## src/hdl/gf2bm_pkg.sv

```systemverilog
`timescale 1ns / 1ps
`default_nettype none

package gf2bm_pkg;

    // Field widths
    localparam int DEG_W      = 7;
    localparam int LC_W       = 8;
    localparam int GAP_W      = 8;
    localparam int CNT_W      = 8;
    localparam int POLY_OUT_W = 64;

    // Polynomial degree limit, default and legal range
    localparam int MAX_DEGREE_DEF = 64;
    localparam int MAX_DEGREE_MIN = 2;
    localparam int MAX_DEGREE_MAX = 64;

    // Reset values
    localparam logic [DEG_W-1:0] SEQ_DEGREE_RST = DEG_W'(32);
    localparam logic [GAP_W-1:0] GAP_SAT        = {GAP_W{1'b1}};

endpackage

`default_nettype wire

```

## src/hdl/gf2_linear_complexity_bm.sv

```systemverilog
`timescale 1ns / 1ps
`default_nettype none

// Binary Berlekamp-Massey engine: takes one sequence bit per cycle unless o_stall holds
// it and, for every bit, returns the running linear complexity and the discrepancy in
// the cycle after the input transfer. A new bit can be taken every cycle that o_stall
// is low. The discrepancy parity, the shifted add of the previous polynomial and the
// packing of the result all sit in the single stage between the state registers and
// the result register. When the bit that completes 2*seq_degree bits arrives, the
// result carries done_res and the connection polynomial (bit j = coefficient of
// degree K-j), and the engine clears itself for the next sequence; restart clears it
// early, before its own bit is used. seq_degree 0 acts as 1. Coefficients above
// MAX_DEGREE are dropped.
module gf2_linear_complexity_bm #(
    parameter int MAX_DEGREE = gf2bm_pkg::MAX_DEGREE_DEF
) (
    input  wire                                 i_clk,
    input  wire                                 i_rst_n,
    // configuration write
    input  wire                                 i_cfg_valid,
    output logic                                o_cfg_ready,
    input  wire  [gf2bm_pkg::DEG_W-1:0]         i_cfg_data,
    // bit input
    input  wire                                 i_valid,
    output logic                                o_stall,
    input  wire                                 i_seq_bit,
    input  wire                                 i_restart,
    // result output
    output logic                                o_valid,
    input  wire                                 i_stall,
    output logic [gf2bm_pkg::LC_W-1:0]          o_linear_complexity,
    output logic                                o_discrepancy,
    output logic                                o_done_res,
    output logic [gf2bm_pkg::POLY_OUT_W-1:0]    o_connection_poly
);

    localparam int PW = MAX_DEGREE + 1;
    localparam int IW = $clog2(PW);
    localparam int LC_W  = gf2bm_pkg::LC_W;
    localparam int GAP_W = gf2bm_pkg::GAP_W;
    localparam int CNT_W = gf2bm_pkg::CNT_W;
    localparam int DEG_W = gf2bm_pkg::DEG_W;
    localparam int OW    = gf2bm_pkg::POLY_OUT_W;

    localparam logic [PW-1:0] POLY_ONE = PW'(1);

    // configuration
    logic [DEG_W-1:0] r_seq_degree;

    // algorithm state
    logic [PW-1:0]    r_conn, n_conn;
    logic [PW-1:0]    r_prev, n_prev;
    logic [PW-1:0]    r_recent, n_recent;
    logic [LC_W-1:0]  r_lc, n_lc;
    logic [GAP_W-1:0] r_gap, n_gap;
    logic [CNT_W-1:0] r_cnt, n_cnt;

    // result register
    logic             r_out_valid;
    logic [LC_W-1:0]  r_out_lc, n_out_lc;
    logic             r_out_disc, n_out_disc;
    logic             r_out_done, n_out_done;
    logic [OW-1:0]    r_out_poly, n_out_poly;

    logic             in_xfer;

    // state seen by this bit (after an optional restart)
    logic [PW-1:0]    s_conn, s_prev, s_recent;
    logic [LC_W-1:0]  s_lc;
    logic [GAP_W-1:0] s_gap;
    logic [CNT_W-1:0] s_cnt;

    logic [DEG_W-1:0] k_eff;
    logic [CNT_W:0]   total;
    logic [CNT_W:0]   count;
    logic             disc;
    logic [PW-1:0]    upd_conn, upd_prev;
    logic [LC_W-1:0]  upd_lc;
    logic [GAP_W-1:0] upd_gap;
    logic [GAP_W-1:0] gap_inc;
    logic             done;
    logic [CNT_W-1:0] pack_idx;

    assign o_cfg_ready = 1'b1;
    assign o_stall     = r_out_valid && i_stall;
    assign in_xfer     = i_valid && !o_stall;

    assign o_valid             = r_out_valid;
    assign o_linear_complexity = r_out_lc;
    assign o_discrepancy       = r_out_disc;
    assign o_done_res          = r_out_done;
    assign o_connection_poly   = r_out_poly;

    always_comb begin
        if (i_restart) begin
            s_conn   = POLY_ONE;
            s_prev   = POLY_ONE;
            s_recent = '0;
            s_lc     = '0;
            s_gap    = GAP_W'(1);
            s_cnt    = '0;
        end else begin
            s_conn   = r_conn;
            s_prev   = r_prev;
            s_recent = r_recent;
            s_lc     = r_lc;
            s_gap    = r_gap;
            s_cnt    = r_cnt;
        end

        k_eff = (r_seq_degree == '0) ? DEG_W'(1) : r_seq_degree;
        total = {(CNT_W - DEG_W)'(0), k_eff, 1'b0};

        n_recent = {s_recent[PW-2:0], i_seq_bit};
        disc     = ^(s_conn & n_recent);
        gap_inc  = (s_gap == gf2bm_pkg::GAP_SAT) ? s_gap : s_gap + GAP_W'(1);

        upd_conn = s_conn;
        upd_prev = s_prev;
        upd_lc   = s_lc;
        upd_gap  = gap_inc;
        if (disc) begin
            // shifts at or past PW give zero, which drops the whole add
            upd_conn = s_conn ^ (s_prev << s_gap);
            if ({1'b0, s_lc, 1'b0} <= {2'b00, s_cnt}) begin
                upd_lc   = s_cnt + LC_W'(1) - s_lc;
                upd_prev = s_conn;
                upd_gap  = GAP_W'(1);
            end
        end

        count = {1'b0, s_cnt} + (CNT_W + 1)'(1);
        done  = (count >= total);

        n_out_lc   = upd_lc;
        n_out_disc = disc;
        n_out_done = done;
        n_out_poly = '0;
        for (int j = 0; j < OW; j++) begin
            pack_idx = CNT_W'(k_eff) - CNT_W'(j);
            if (done && (CNT_W'(j) < CNT_W'(k_eff)) && (pack_idx <= CNT_W'(MAX_DEGREE))) begin
                n_out_poly[j] = upd_conn[pack_idx[IW-1:0]];
            end
        end

        if (done) begin
            n_conn   = POLY_ONE;
            n_prev   = POLY_ONE;
            n_lc     = '0;
            n_gap    = GAP_W'(1);
            n_cnt    = '0;
        end else begin
            n_conn   = upd_conn;
            n_prev   = upd_prev;
            n_lc     = upd_lc;
            n_gap    = upd_gap;
            n_cnt    = count[CNT_W-1:0];
        end
    end

    always_ff @(posedge i_clk) begin
        if (!i_rst_n) begin
            r_seq_degree <= gf2bm_pkg::SEQ_DEGREE_RST;
            r_conn       <= POLY_ONE;
            r_prev       <= POLY_ONE;
            r_recent     <= '0;
            r_lc         <= '0;
            r_gap        <= GAP_W'(1);
            r_cnt        <= '0;
            r_out_valid  <= 1'b0;
        end else begin
            if (i_cfg_valid && o_cfg_ready) begin
                r_seq_degree <= i_cfg_data;
            end
            if (in_xfer) begin
                r_conn      <= n_conn;
                r_prev      <= n_prev;
                r_recent    <= done ? '0 : n_recent;
                r_lc        <= n_lc;
                r_gap       <= n_gap;
                r_cnt       <= n_cnt;
                r_out_valid <= 1'b1;
            end else if (!i_stall) begin
                r_out_valid <= 1'b0;
            end
        end
    end

    always_ff @(posedge i_clk) begin
        if (in_xfer) begin
            r_out_lc   <= n_out_lc;
            r_out_disc <= n_out_disc;
            r_out_done <= n_out_done;
            r_out_poly <= n_out_poly;
        end
    end

endmodule

`default_nettype wire

```

## config.mk

```make
export PLATFORM = sky130hd
export DESIGN_NAME = gf2_linear_complexity_bm
export DESIGN_NICKNAME = d
export VERILOG_FILES = /design/src/hdl/gf2bm_pkg.sv /design/src/hdl/gf2_linear_complexity_bm.sv
export SDC_FILE = /design/constraint.sdc
export NUM_CORES = 2
export LEC_CHECK = 0
export BUFFER_PORTS_ARGS = -buffer_cell sky130_fd_sc_hd__buf_2
export CAP_MARGIN = 20
export CORE_MARGIN = 2
export CORE_UTILIZATION = 50
export CTS_CLUSTER_DIAMETER = 50
export DETAILED_ROUTE_END_ITERATION = 8
export HOLD_SLACK_MARGIN = 0.03
export PLACE_DENSITY = 0.66
export SYNTH_ARGS = -nofsm -noshare
export SYNTH_HDL_FRONTEND = slang
export SYNTH_SLANG_ARGS = --single-unit
```

## constraint.sdc

```tcl
create_clock -name i_clk -period 15.9 [get_ports i_clk]
set_clock_uncertainty 0.05 [all_clocks]
set_input_delay 2.385 -clock i_clk [delete_from_list [all_inputs] [get_ports i_clk]]
set_output_delay 2.385 -clock i_clk [all_outputs]
set_load 0.01 [all_outputs]
```

==> out/metrics.csv <==
stage,metric,value,unit
floorplanning,core area,59000,µm²
logic_synthesis,post-synthesis compound-gate area fraction,0.282,
sta,RSZ-0062 raised after global routing,no,
setup_path,worst endpoint required time,16.39,ns
logic_synthesis,simple logic cell fraction of the synthesized area,0.237,
floorplanning,boundary pin count,91,
global_routing,first-pass GRT wire length,199000,µm
layout,fin area,32400,µm²
power_and_ir_drop,sw frac,0.367,
logic_synthesis,ys async rst share,0,
power_and_ir_drop,Int Power,1.64,mW
floorplanning,die width,249,µm
placed_design,Placed Area,30800,µm²
logic_synthesis,Synth Area in XOR/XNOR,0.0791,
cts,CTS sink count,300,
detailed_routing,First DRT Iteration DRCs,4854,
floorplanning,DIE AREA,61800,µm²
detailed_routing,Antenna Nets Post-Route,0,
cts,Clock Pin Slew Worst Setup and Hold Paths,0.06,ns
power_and_ir_drop,clock group share of total power,0.401,
cts,H-tree levels,2,
placed_design,IO buf count,89,
detailed_routing,WL final,135000,µm
sta,setup_tns,0,ns
detailed_routing,via/cell ratio,6.99,
cts,# Post-CTS Setup Buffers,0,
sta,Max Freq,119,MHz
logic_synthesis,yosys warns,0,
global_routing,initial antenna violation count,3,
cts,TritonCTS clock tree,yes,
flow_run,Max Cap Viol,0,
logic_synthesis,main combinational cell family by area after synthesis,compound AO/OA/AOI/OAI gates,
global_routing,GRT Overall Usage,0.420,
sta,min cycle time layout,8.43,ns
power_and_ir_drop,Gate power share,0.286,
cts,hold-fix buffers at CTS,0,
power_and_ir_drop,sequential power share,0.312,
power_and_ir_drop,PwrDens,79.7,nW/µm²
logic_synthesis,Netlist cell types,96,
cts,CTS buffer count,46,
detailed_routing,Remaining DRCs,0,
cts,clock tree buffer depth,3,
logic_synthesis,Post-synth top cells,"nand2_1 (461), nor2_1 (293), clkbuf_1 (259), o21ai_0 (241), nor2b_1 (231)",
setup_path,"Cell Chain, Critical Path","buf_4, buf_4, buf_4, nor2b_1, ha_1, xor2_1, ha_1, a21boi_0, o21a_1, o21ai_0, nand2b_1, a21oi_1, nor2b_1, o21ai_0, and2_2, nand2_1, buf_4, nor2_1, nand2_1, nand2_2, buf_4, a22oi_1, nor2b_1",
layout,Total Nets Final,3969,
global_routing,grt ovf,0,
logic_synthesis,adder-cell share of the synthesized area,0.0212,
cts,cts repair resizes,0,
detailed_routing,vias,33000,
sta,period utilization,0.530,
setup_path,WP data arrival,8.92,ns
sta,Slew HR,0.137,
power_and_ir_drop,P_leak,11.0,nW
power_and_ir_drop,Peak supply drop,0.0838,mV
logic_synthesis,sequential share of the synthesized area,0.226,
setup_path,Crit path largest cell delay,0.74,ns
detailed_routing,DRT Pass-1 Iters,9,
power_and_ir_drop,sw power,0.948,mW
logic_synthesis,most numerous cell in the Yosys netlist,nand2_1,
logic_synthesis,Synth Area per Inst,7.45,µm²
floorplanning,initial core utilization,0.507,
logic_synthesis,#FFs+latches synth,300,
setup_path,Setup crit end kind,register,
logic_synthesis,"area leader, netlist",dfxtp_1,
logic_synthesis,portion of netlist area occupied by mux cells,0.102,
logic_synthesis,synth top area cells,"dfxtp_1 (15%), edfxtp_1 (7.4%), xnor2_1 (6.6%), mux2i_1 (6.0%), nand2_1 (5.8%)",
sta,Slew @ Worst Pin,1.29,ns
power_and_ir_drop,overall power,2.58,mW
sta,final setup violation count,0,
logic_synthesis,fraction of post-synthesis cell area in the top cell type by area,0.151,
cts,Worst-Skew Late Latency,0.62,ns
global_routing,largest net degree at the start of global routing,146,
placed_design,Cells after DPL,4627,
logic_synthesis,Mapped Cells,4015,
setup_path,slowest CP cell,buf_4,
layout,layout cells sized above 1,0.107,
sta,Slew Limit Fails,0,
detailed_routing,drt wl/cell,28.7,µm
floorplanning,Die H,249,µm
setup_path,Worst Setup Start Kind,input port,
hold_path,HP Class,register to register,
logic_synthesis,Post-synth EDFFs,74,
logic_synthesis,Post-Syn Area,29900,µm²
cts,CTS root buf,clkbuf_16,
layout,Area Overhead vs Synth,8.41,%
placed_design,GPL Wtd Cong,1.14,
floorplanning,Rows,89,
layout,Layout Cells excl Fill,4719,
sta,Final Hold Viols,0,
placed_design,placed wire-length estimate,98000,µm
global_routing,vias in the first global route,30000,
outcome,status,completed,
logic_synthesis,Synth Flop Type,dfxtp_1,
logic_synthesis,Syn Nets,4079,
setup_path,Crit Path Class,input port to register,
setup_path,CP dominant cell by count,buf_4,
setup_path,"Max FO, Critical Path",71,
## cell families (layout without fill, tap and decap cells)
family | count (synthesis) | in the layout
DFF | 300 | 300
and+or+nand+nor | 1481 | 1481
buffers and inverters | 411 | 339
xor gates and xnor gates | 266 | 266
other | 1 | 4
AOI/OAI and AO/OA | 1250 | 1250
adders and majority gates | 50 | 50
muxes | 256 | 256
## per-stage QoR
stage	util	setup WS (ns)	hold WS (ns)
floorplan	-	7.48	0.386
global placement	0.522	7.22	0.403
detailed placement	0.522	7.06	0.408
CTS	0.548	7.65	0.417
global route	0.549	6.93	0.447
finish	0.549	7.47	0.417
## critical path, delay by kind of cell
kind	cells	cell delay [ns]
AND/OR/NAND/NOR	9	2.20
adder cells (fa/ha/maj)	2	0.57
AO/OA/AOI/OAI	6	0.93
XOR/XNOR	1	0.18
buffers and inverters	5	2.54
## power by group through the flow
stage	registers [mW]	logic [mW]	clock network, mW
after floorplan	0.824	0.483	0
after global placement	0.822	0.700	0
after detailed placement	0.822	0.701	0
after CTS	0.806	0.704	1.05
after global routing	0.807	0.776	1.08
final	0.807	0.739	1.04
## final timing paths
path / end / cells past startpoint / startpoint / slack (ns)
max: r_prev[45] / 23 / i_restart / 7.47
min: r_lc[6] / 2 / r_lc[6] / 0.42
max reg2reg: o_connection_poly[4] / 16 / r_conn[64] / 8.74
min reg2reg: r_lc[6] / 2 / r_lc[6] / 0.42
## state kept, by name (all words and copies together), names as in the netlist
| signal | flops |
|---|---|
| r_conn | 65 |
| r_prev | 65 |
| o_connection_poly | 64 |
| r_recent | 64 |
| o_linear_complexity | 8 |
| r_cnt | 8 |
| r_gap | 8 |
| r_lc | 8 |
| r_seq_degree | 7 |
| o_discrepancy | 1 |
| o_done_res | 1 |
| o_valid | 1 |
## area by class of cell
cell class | instances | area, µm²
multi-input cells | 3304 | 21700
clock inverters | 28 | 305
flip-flops and latches | 300 | 6750
inverters | 65 | 249
repair buffers | 188 | 1200
well taps | 773 | 967
clock buffers | 58 | 1250
diodes | 3 | 7.51
fillers | 5847 | 26600
## per-layer routing
metal / up-vias / global-route usage / part of all wire
met5: - / 0 / 0.00050
met4: 2 / 0.329 / 0.096
met2: 2253 / 0.620 / 0.42
li1: 14700 / - / -
met1: 15400 / 0.518 / 0.37
met3: 610 / 0.109 / 0.11
## layout by cell type (no fill, tap or decap), types with 41 or more instances in the layout
master,instances
nor2b_1,229
dfxtp_1,223
nor2_1,287
inv_1,56
a22oi_1,162
ha_1,49
edfxtp_1,74
a31oi_1,73
nor3_1,160
o22ai_1,101
o211ai_1,46
nand3_1,129
mux2_2,41
a21oi_1,215
a211oi_1,56
xnor2_1,224
buf_2,87
mux2i_1,180
nand2_1,458
buf_4,98
clkbuf_16,46
o21ai_0,240
No activity file was read; power rests on OpenSTA's default activity.
